`src/sv/fcln_pkg.sv`:
```
package fcln_pkg;

  localparam int LANES  = 4;
  localparam int DATA_W = 32;
  // Sum of four squared 32-bit magnitudes needs 65 bits.
  localparam int SUM_W  = 65;
  // Square root of a 65-bit value, one root bit per stage.
  localparam int ROOT_W = 33;

  typedef logic [LANES-1:0][DATA_W-1:0] vec_t;

  typedef struct packed {
    logic op;    // normalize this word
    logic zero;  // normalize found a zero-length vector
  } ctl_t;

  localparam int PAY_W = $bits(vec_t) + $bits(ctl_t);

endpackage

```
`src/sv/fcln_div_lane.sv`:
```
module fcln_div_lane import fcln_pkg::*; #(
  parameter int FRAC_BITS = 16
) (
  input  logic              clk,
  input  logic              en,
  input  logic [DATA_W-1:0] v,
  input  logic [ROOT_W-1:0] root,
  output logic [DATA_W-1:0] norm,
  output logic [DATA_W-1:0] v_out
);

  localparam int STG = FRAC_BITS + 1;
  localparam int RW  = ROOT_W + 1;

  logic [RW-1:0]     rr [0:STG];
  logic [FRAC_BITS:0] q [0:STG];
  logic [ROOT_W-1:0] lr [0:STG];
  logic [DATA_W-1:0] vv [0:STG];
  logic [DATA_W-1:0] mag;

  assign mag   = v[DATA_W-1] ? (~v + DATA_W'(1)) : v;
  assign rr[0] = RW'(mag);
  assign q[0]  = '0;
  assign lr[0] = root;
  assign vv[0] = v;

  // Restoring division of |v| * ONE by the length, one quotient bit per stage.
  // The magnitude never exceeds the length, so the quotient has FRAC_BITS+1 bits.
  for (genvar k = 0; k < STG; k++) begin : g_step
    logic [RW-1:0] x;
    logic          ge;

    if (k == 0) begin : g_first
      assign x = rr[0];
    end else begin : g_next
      assign x = {rr[k][RW-2:0], 1'b0};
    end

    assign ge = (x >= RW'(lr[k]));

    always_ff @(posedge clk) begin
      if (en) begin
        rr[k+1] <= ge ? x - RW'(lr[k]) : x;
        q[k+1]  <= {q[k][FRAC_BITS-1:0], ge};
        lr[k+1] <= lr[k];
        vv[k+1] <= vv[k];
      end
    end
  end

  assign norm  = vv[STG][DATA_W-1] ? (~DATA_W'(q[STG]) + DATA_W'(1)) : DATA_W'(q[STG]);
  assign v_out = vv[STG];

endmodule

```
`config.mk`:
```
export PLATFORM = sky130hd
export DESIGN_NAME = fcln_div_lane
export DESIGN_NICKNAME = d
export VERILOG_FILES = /design/src/sv/fcln_pkg.sv /design/src/sv/fcln_div_lane.sv
export SDC_FILE = /design/constraint.sdc
export NUM_CORES = 2
export LEC_CHECK = 0
export BUFFER_PORTS_ARGS = -buffer_cell sky130_fd_sc_hd__buf_2
export CAP_MARGIN = 20
export CORE_ASPECT_RATIO = 1.4
export CORE_MARGIN = 8
export CORE_UTILIZATION = 55
export CTS_CLUSTER_SIZE = 10
export DETAILED_ROUTE_END_ITERATION = 12
export PLACE_DENSITY = 0.73
export SYNTH_ARGS = -nofsm -noshare
export SYNTH_HDL_FRONTEND = slang
export SYNTH_SLANG_ARGS = --single-unit
```
`constraint.sdc`:
```
create_clock -name clk -period 6.18 [get_ports clk]
set_input_delay 0 -clock clk [delete_from_list [all_inputs] [get_ports clk]]
set_output_delay 0 -clock clk [all_outputs]
set_load 0.02 [all_outputs]
```
==> run summary <==
============================================================================================
Combinational family with the most area after synthesis                         compound AO/OA/AOI/OAI gates
Final Slew Violations                                                                      0
Crit path max-delay cell type                                                          or4_1
1st-pass router iterations                                                                 6
Routed WL                                                                             188 mm
Gr usage total                                                                         21.2%
Total of flip-flops plus latches after synthesis                                        1753
Number of hold violations in the final report                                              0
Pwr per Cell Area                                                                 479 nW/um2
Post-layout nets                                                                        8141
Unrepaired setup endpoints after global routing                                           no
Post-synthesis cell type with the largest combined area                             edfxtp_1
Critical path data required time                                                     6770 ps
Total standard cell area after synthesis                                           88500 um2
Post-Syn Instances                                                                      7181
Crit path launch type                                                             input port
Overflow left after global routing                                                         0
Transition time of the tightest slew-check pin                                       1200 ps
Filler instances                                                                       12197
Share of the synthesized area in compound gates (AO/OA/AOI/OAI)                        13.2%
Flip-flop and latch area                                                           52600 um2
Post-synthesis cell type count                                                            81
Global routing met2 resource utilization                                               44.3%
Synth top area share                                                                   59.5%
Root buffer selected by CTS                                                        clkbuf_16
Cell total after placement                                                              9290
Via count of the first global-routing pass                                             58536
Min cycle time layout                                                                5330 ps
Summed negative setup slack over all endpoints                                          0 ps
Iteration-0 DRC count of the detailed router                                            2810
GR Util met1                                                                           17.3%
Min-delay worst type                                                               in -> reg
Die area                                                                          174000 um2
Worst VDD drop                                                                        317 uV
Die Span Y                                                                            491 um
Final setup vio count                                                                      0
CTS tree                                                                                 yes
Number of remaining DRC errors                                                             0
Share of cell area taken by muxes after synthesis                                      2.66%
Skew-Pair Late Insertion Delay                                                        850 ps
Post-synthesis adder-cell area fraction                                                8.29%
Post-route clock period utilization                                                    86.2%
Cells along the critical path                                                   dlygate4sd3_1 > buf_2 > or4_1 > or4_1 > or3_1 > o21ai_0 > xnor2_1 > ha_1 > a21o_1 > a21o_1 > a21o_1 > or3_1 > o221ai_1 > o221ai_1 > a21oi_1 > o21ai_4 > buf_12 > buf_4 > nor2_1 > a21oi_1
Average size of a mapped cell                                                       12.3 um2
Final routed wire length divided by cell count                                       19.5 um
Maximum operating frequency                                                          188 MHz
Fin cells                                                                               9648
Antenna violations before repair                                                           1
Weighted congestion reported at the end of routability-driven placement                0.948
Basic-gate share of the synthesized area counting and, or, nand and nor cells          7.72%
Static leakage power                                                                 39.1 nW
Most common cell on crit path                                                         a21o_1
Number of enable flip-flop cells after synthesis                                        1753
CP Class                                                                           in -> reg
Row count                                                                                174
Ranking of synthesized cells by area                                            edfxtp_1 59%, ha_1 7.9%, inv_1 3.0%
Number of placed I/O pins                                                                131
Highest net fanout along the worst path                                                   30
Number of clock sinks seen by CTS                                                       1753
Placeable Area                                                                    160000 um2
Worst clock skew on the final layout                                                 70.1 ps
Post-CTS Setup Inserts                                                                     0
Global Route met3 Usage                                                                2.80%
Multi-input gate area                                                              32500 um2
Worst path max stage delay                                                            580 ps
Area growth, synth to finish                                                           11.0%
Number of warning messages in the yosys log                                                0
Area share of xor/xnor cells in the synthesized design                                 4.72%
Clock transition at path regs                                                          50 ps
Port bufs                                                                                130
Vias after detailed routing                                                            55139
Kind of capture point of the worst setup path                                           flop
Data arrival time of the critical path                                               5920 ps
Clock buffers created by TritonCTS                                                       196
Number of max-cap violations                                                               0
Fraction of registers with async set/reset                                                0%
Max Buffers Root-to-Sink                                                                   3
First-pass GRT wire length                                                            295 mm
Count of H-tree levels built during CTS                                                    4
Post-synth net total                                                                    7825
Share of cells above drive strength 1                                                  8.85%
Detail Placement HPWL                                                                 138 mm
Run status                                                                         completed
Sequential share of the synthesized area                                               59.5%
Worst-case headroom to the max-slew limit                                              18.2%
Vias per cell                                                                           5.72
Effective utilization at floorplan                                                     55.2%
Most utilized layer in the global route result                                          met2
Largest net degree at the start of global routing                                        214
Dominant register cell in the synthesized netlist                                   edfxtp_1
Antenna-violating nets left                                                                0
DIE WIDTH                                                                             355 um
============================================================================================
## cell usage after synthesis, drive strengths merged, types with 16 or more instances
cell type	count
or3	29
and4	16
o21bai	80
fa	16
o31ai	50
xnor2	299
nand4	98
xor2	178
edfxtp	1753
a21o	264
nand2	437
mux2	196
o41ai	16
clkbuf	127
inv	713
nor3	68
a31oi	48
o31a	25
a211oi	52
nor2b	74
o21a	92
ha	561
nor2	366
nor4	18
and3	39
buf	54
nand3	78
a21oi	526
nand2b	92
o21ai	468
and2	31
or2	34
o211ai	27
## final cells by class
cell class,instances,area share [%]
clock buffer,210,5.07
tap,2112,2.69
antenna,2,0.00509
inverter,715,2.73
sequential,1753,53.6
clock inverter,25,0.472
multi-input combinational,4532,33.1
timing repair buffer,299,2.39
## path summary, 6_finish.rpt
check	startpoint	endpoint	slack (ps)	depth (start not counted)
worst max-delay path	v[7]	g_step[1].x[6]	850	20
worst min-delay path	v[20]	vv[532]	30	2
worst max register to register	lr[297]	g_step[9].x[5]	1340	11
worst min register to register	lr[414]	lr[381]	390	0
## cell usage in the layout (no fill, tap or decap), types with 31 or more instances in the layout
master	netlist	layout
a211oi_1	52	51
a21o_1	264	264
a21oi_1	526	525
a31oi_1	48	46
and2_1	31	31
and3_1	39	39
buf_2	11	129
buf_4	33	39
clkbuf_16	0	197
dlygate4sd3_1	0	121
edfxtp_1	1753	1753
ha_1	561	561
inv_1	713	713
mux2_2	196	196
nand2_1	437	435
nand2b_1	92	92
nand3_1	78	77
nand4_1	98	98
nor2_1	366	365
nor2b_1	74	74
nor3_1	67	67
o21a_1	92	92
o21ai_0	466	466
o21bai_1	79	79
o31ai_1	50	50
or2_2	32	32
xnor2_1	299	299
xor2_1	178	178
## timing repair
action                    CTS  global route
hold endpoints to repair  217             0
gates resized for setup     0             0
hold buffers              121             0
## state kept, by name (all words and copies together), names as in the netlist
signal    cells
g_step.x    528
lr          528
vv          512
q           153
v_out        32
## metal layers
metal / wire [um] / part of all wire [%]
met1: 59000 / 31
met2: 110000 / 58
met3: 5090 / 2.7
met5: 0 / 0
met4: 14500 / 7.7
## cell families after synthesis
| family | count (synthesis) |
|---|---|
| XOR/XNOR | 477 |
| adder cells (fa/ha/maj) | 577 |
| flip-flops | 1753 |
| multiplexers | 211 |
| AND/OR/NAND/NOR | 1421 |
| buffers and inverters | 896 |
| AO/OA/AOI/OAI | 1846 |
## power by group
group	total, mW	switching (mW)	internal (mW)
logic	19.2	11.0	8.24
registers	17.7	1.13	16.6
clock network	10.1	4.42	5.70
## stage by stage
| stage | util (%) | power (mW) | setup WS (ps) | instance area [um2] | hold WS, ps |
|---|---|---|---|---|---|
| final | 61.3 | 47.1 | 854 | 98300 | 34.2 |
| after global routing | 61.3 | 49.9 | 653 | 98300 | 12.6 |
| after CTS | 61.3 | 47.3 | 948 | 98300 | 0.116 |
| after detailed placement | 57.2 | 36.8 | 591 | 91600 | 201 |
| after global placement | 57.2 | 36.3 | 564 | 91600 | 197 |
| after floorplan | - | 31.9 | 1280 | 88500 | 98.9 |
## worst max-delay path: cells and delay by family
family          cells  cell delay, ps
xor+xnor            1             180
compound gates      9            2110
simple gates        5            2110
buf+inv             4            1140
fa+ha+maj           1             340
Note: power is estimated with default switching activity, not from simulation.
