`config.mk`:
```
export PLATFORM = sky130hd
export DESIGN_NAME = fcln_lane
export DESIGN_NICKNAME = d
export VERILOG_FILES = /design/src/sv/fcln_pkg.sv /design/src/sv/fcln_lane.sv
export SDC_FILE = /design/constraint.sdc
export NUM_CORES = 2
export LEC_CHECK = 0
export BUFFER_PORTS_ARGS = -buffer_cell sky130_fd_sc_hd__buf_2
export CELL_PAD_IN_SITES_DETAIL_PLACEMENT = 0
export CELL_PAD_IN_SITES_GLOBAL_PLACEMENT = 1
export CORE_MARGIN = 3
export CORE_UTILIZATION = 56
export DETAILED_ROUTE_END_ITERATION = 6
export GPL_ROUTABILITY_DRIVEN = 0
export PLACE_DENSITY = 0.95
export SLEW_MARGIN = 20
export SYNTH_ARGS = -nofsm -noshare
export SYNTH_HDL_FRONTEND = slang
export SYNTH_SLANG_ARGS = --single-unit
```
`constraint.sdc`:
```
create_clock -name clk -period 21.4 [get_ports clk]
set_input_delay 0 -clock clk [delete_from_list [all_inputs] [get_ports clk]]
set_output_delay 0 -clock clk [all_outputs]
set_load 0.05 [all_outputs]
```
`src/sv/fcln_pkg.sv`:
```
package fcln_pkg;

  localparam int LANES  = 4;
  localparam int DATA_W = 32;
  // Sum of four squared 32-bit magnitudes needs 65 bits.
  localparam int SUM_W  = 65;
  // Square root of a 65-bit value, one root bit per stage.
  localparam int ROOT_W = 33;

  typedef logic [LANES-1:0][DATA_W-1:0] vec_t;

  typedef struct packed {
    logic op;    // normalize this word
    logic zero;  // normalize found a zero-length vector
  } ctl_t;

  localparam int PAY_W = $bits(vec_t) + $bits(ctl_t);

endpackage

```
`src/sv/fcln_lane.sv`:
```
module fcln_lane import fcln_pkg::*; #(
  parameter int FRAC_BITS = 16
) (
  input  logic              clk,
  input  logic              ld,
  input  logic              en,
  input  logic [DATA_W-1:0] start_val,
  input  logic [DATA_W-1:0] end_val,
  input  logic [DATA_W-1:0] weight,
  output logic [DATA_W-1:0] v,
  output logic [2*DATA_W-1:0] sq
);

  localparam int PW = DATA_W + 1 + FRAC_BITS + 2;
  localparam logic [DATA_W-1:0] ONE32 = DATA_W'(1) << FRAC_BITS;
  localparam logic [FRAC_BITS:0] ONE = (FRAC_BITS+1)'(1) << FRAC_BITS;

  logic [DATA_W-1:0]   s_a;
  logic [DATA_W:0]     d_a;
  logic [FRAC_BITS:0]  w_a;
  logic [FRAC_BITS:0]  w_clamp;
  logic [DATA_W-1:0]   s_b;
  logic signed [PW-1:0] p_b;
  logic signed [PW-1:0] p_adj;
  logic signed [PW-1:0] p_sh;
  logic [DATA_W-1:0]   v_c;
  logic [DATA_W-1:0]   mag;

  // Weight is clamped to the range zero to one.
  always_comb begin
    if (weight[DATA_W-1]) begin
      w_clamp = '0;
    end else if (weight > ONE32) begin
      w_clamp = ONE;
    end else begin
      w_clamp = weight[FRAC_BITS:0];
    end
  end

  always_ff @(posedge clk) begin
    if (ld) begin
      s_a <= start_val;
      d_a <= {end_val[DATA_W-1], end_val} - {start_val[DATA_W-1], start_val};
      w_a <= w_clamp;
    end
  end

  always_ff @(posedge clk) begin
    if (en) begin
      s_b <= s_a;
      p_b <= PW'($signed(d_a) * $signed({1'b0, w_a}));
    end
  end

  // Truncate toward zero: bias negative products before the arithmetic shift.
  assign p_adj = p_b[PW-1] ? p_b + PW'((1 << FRAC_BITS) - 1) : p_b;
  assign p_sh  = p_adj >>> FRAC_BITS;

  always_ff @(posedge clk) begin
    if (en) begin
      v_c <= s_b + p_sh[DATA_W-1:0];
    end
  end

  assign mag = v_c[DATA_W-1] ? (~v_c + DATA_W'(1)) : v_c;

  always_ff @(posedge clk) begin
    if (en) begin
      v  <= v_c;
      sq <= mag * mag;
    end
  end

endmodule

```
==> flow_results.org <==
** GRT
- Initial antenna violation count :: 5
- First-pass GRT wire length :: between 200 and 300 mm
- Total overflow reported by the global router :: 0
- The global routing stage identified its most utilized layer as met2.
- Pin count of the biggest net entering global routing :: 75
- For met2 alone, demand over resource in global routing was 0.487.
- Met1 Resource Use GR :: 0.378
- Met3 Resource Use GR :: 0.0902
- Across every metal layer, demand over resource in global routing totals 0.303.
- The via count of the first global-routing pass is 48171.

** STA
- # setup viols final :: 0
- On the final layout, the worst clock skew is between 30 and 40 ps.
- Setup repair after global routing missed its margin :: false
- In this run the tightest slew margin relative to its limit is 0.238.
- At the pin with the least slew margin, the transition time is ~1100 ps.
- The number of hold violations in the final report came to 0.
- Number of max-slew violations in the final report :: 0
- For this run, the top clock speed supported by timing is about 0.08 GHz.
- Final critical-path share of the clock period :: 0.597
- Final Critical Period :: ~13000 ps
- Final TNS setup :: 0 ps
- Worst slack on hold paths :: about 49 ps
- Setup WS post-layout :: roughly 8600 ps

** Die
- The floorplan has 119 rows.
- Total die area :: around 110000 um2
- Core footprint :: between 100000 and 150000 um2
- Ports :: ~200
- The initial utilization of the core area, before any placement, comes to 0.569.
- Vertical extent of the die :: around 330 um
- Die W :: 335 um

** Worst setup path
- CP Max Fanout :: 21
- The worst setup path is launched from a register.
- Delay of the slowest critical-path stage :: 830 ps
- For the worst setup path, the data required time is between 20000 and 25000 ps.
- Most Frequent Cell on Critical Path :: fa_1
- The worst setup path is of the register to register kind.
- The worst setup path is captured at a register.
- Crit path arrival time :: roughly 13000 ps
- Worst-path cell with the longest stage delay :: inv_1

** Routing
- DRC violation total after the first TritonRoute iteration :: approximately 3500
- After detailed routing, the number of remaining DRC violations is 0.
- In the routed layout, each cell is associated on average with a via count of approximately 5.6.
- Routed wire length :: between 150 and 200 mm
- Pre-antenna DRT Iters :: 6
- The final route contains between 40000 and 50000 vias.
- In this run the remaining antenna-violating nets after routing total 0.
- Average wire length per cell after detail routing :: approximately 21 um

** Clock tree
- The clock drives 289 sinks.
- CTS tree :: done
- Total CTS buffers :: 38
- Clock buffer depth :: 3
- The H-tree generated during clock tree synthesis spans 2 levels.
- Worst-skew pair later-pin latency :: roughly 610 ps
- The cell sitting at the root of the clock tree is a clkbuf_16.
- Clock Pin Slew Worst Setup and Hold Paths :: approximately 60 ps

** Job
- Max-capacitance violation count :: 0

** Yosys
- Most common flop cell mapped by yosys :: edfxtp_1
- Counting flops and latches in the post-synthesis netlist gives a little under 300.
- After synthesis, the share of flip-flops with an asynchronous set or reset is 0.
- For this run, the register share of the synthesized area comes to 0.143.
- In this run, synthesis inferred slightly below 300 flip-flops with an integrated enable.
- Yosys synthesis warning count :: 0
- Largest cells by area after synthesis :: fa_1 (44%), edfxtp_1 (14%), inv_1 (10%), ha_1 (9.5%), nand2_1 (4.3%)
- Cell types with the highest counts after synthesis :: inv_1 (1636), fa_1 (1337), nand2_1 (691), ha_1 (460), nor2_1 (337)
- Top-count cell post-synth :: inv_1
- Combined area of all synthesized cells :: about 61000 um2
- After synthesis, the netlist uses 77 different library cells.
- Each instance of the synthesized netlist takes up on average roughly 9.8 um2.
- Gate Count Post-Synth :: approximately 6200
- Share of the synthesized area in the top cell type :: 0.442
- The synthesized design spends more area on one cell type than any other, namely fa_1.

** Place
- Placed cells :: 7665
- Worst setup slack after placement :: between 8000 and 9000 ps
- Port Buf Inserts :: just under 200
- Total half-perimeter wirelength after legalization and detailed placement :: 129 mm

** Final layout
- From synthesis to final layout, the design area changed by 7.84%.
- Fraction of final layout cells with drive strength greater than 1 :: 0.0565
- FILL cells :: 8728
- Final net count :: 8300
- Excluding fillers, the count of instances in the completed layout stands at between 7000 and 8000.

** Hold path
- The worst hold path belongs to the class input pin to register.

** Run status
- The run finished with clean final reports.
critical path, delay by kind of cell (launching register included):
kind / cells / cell delay, ps
xor gates and xnor gates: 3 / 430
DFF: 1 / 690
and+or+nand+nor: 7 / 2290
buffers and inverters: 5 / 1990
adders and majority gates: 10 / 4630
AOI/OAI and AO/OA: 6 / 2450
cell families (layout without fill, tap and decap cells):
kind of cell / Yosys count / count (layout) / synth area share
buffers and inverters: 1845 / 2063 / 0.115
adders and majority gates: 1797 / 1797 / 0.538
and+or+nand+nor: 1486 / 1486 / 0.112
AOI/OAI and AO/OA: 516 / 516 / 0.0548
DFF: 289 / 289 / 0.143
xor gates and xnor gates: 251 / 251 / 0.0372
other: 2 / 28 / 0.000124
muxes: 2 / 2 / 0.000352
state kept, by name, indices dropped and copies added (netlist names):
signal and cells:
w_a 17, v_c 32, p_b 49, v 32, s_a 32, sq 62, d_a 33, s_b 32
per-stage QoR:
stage	area (um2)	utilization
final	65200	0.614
after global placement	63100	0.593
after detailed placement	63100	0.593
after CTS	65200	0.613
after floorplan	60600	-
after global routing	65200	0.614
layer usage:
metal	share of wire	wire length, um	vias to the layer above
li1	-	-	18911
met1	0.37	60000	21866
met2	0.46	74700	2219
met3	0.12	18900	526
met4	0.057	9210	4
met5	0.00016	26	-
repair_timing:
action / 4_1_cts / 5_1_grt
gates resized for setup: 0 / 0
hold endpoints to repair: 166 / 0
hold buffers: 88 / 0
buffers inserted: 0 / 0
area by class of cell:
cell class              instances  area (um2)  area share
inverters                    1648        6190      0.0948
diodes                          3        7.51    0.000115
well taps                    1391        1740      0.0267
multi-input cells            4077       45000       0.690
clock inverters                20         244     0.00374
clock buffers                  45         998      0.0153
repair buffers                350        2390      0.0367
flip-flops and latches        289        8680       0.133
final timing paths:
kind	startpoint	endpoint	slack, ps	cells after the start
setup / recovery	v_c[0]	sq[50]	8630	31
hold / removal	end_val[24]	d_a[24]	50	3
setup reg to reg	v_c[0]	sq[50]	8630	31
hold reg to reg	s_a[27]	s_b[27]	400	0
cell usage in the layout (no fill, tap or decap), types with 7 or more instances in the layout:
| cell type | netlist | layout |
|---|---|---|
| o21a_1 | 20 | 20 |
| o21ai_0 | 88 | 88 |
| a21o_1 | 87 | 87 |
| ha_1 | 460 | 460 |
| inv_2 | 8 | 8 |
| nand2_1 | 691 | 691 |
| nor4_1 | 20 | 20 |
| clkinv_1 | 4 | 8 |
| buf_4 | 3 | 68 |
| a211oi_1 | 19 | 19 |
| nand2b_1 | 28 | 28 |
| nand3b_1 | 7 | 7 |
| nand4_1 | 27 | 27 |
| o21bai_1 | 17 | 17 |
| and2_1 | 241 | 241 |
| o31ai_1 | 13 | 13 |
| or4_1 | 7 | 7 |
| a31o_2 | 11 | 11 |
| and4_1 | 7 | 7 |
| edfxtp_1 | 289 | 289 |
| o211ai_1 | 16 | 16 |
| xor2_1 | 81 | 77 |
| xnor2_1 | 166 | 164 |
| nor2b_1 | 22 | 22 |
| dlygate4sd3_1 | 0 | 88 |
| nand3_1 | 38 | 38 |
| a21oi_1 | 158 | 158 |
| nor2_1 | 337 | 337 |
| fa_1 | 1337 | 1337 |
| clkbuf_16 | 0 | 39 |
| a31oi_1 | 28 | 28 |
| inv_1 | 1636 | 1636 |
| nor3_1 | 17 | 17 |
| conb_1 | 2 | 25 |
| and3_1 | 20 | 20 |
| buf_2 | 17 | 191 |
| or3_1 | 7 | 7 |
Power is left out: the tool's default activity adds up to more than one toggle a clock period on the data nets, which glitch-free logic cannot reach.
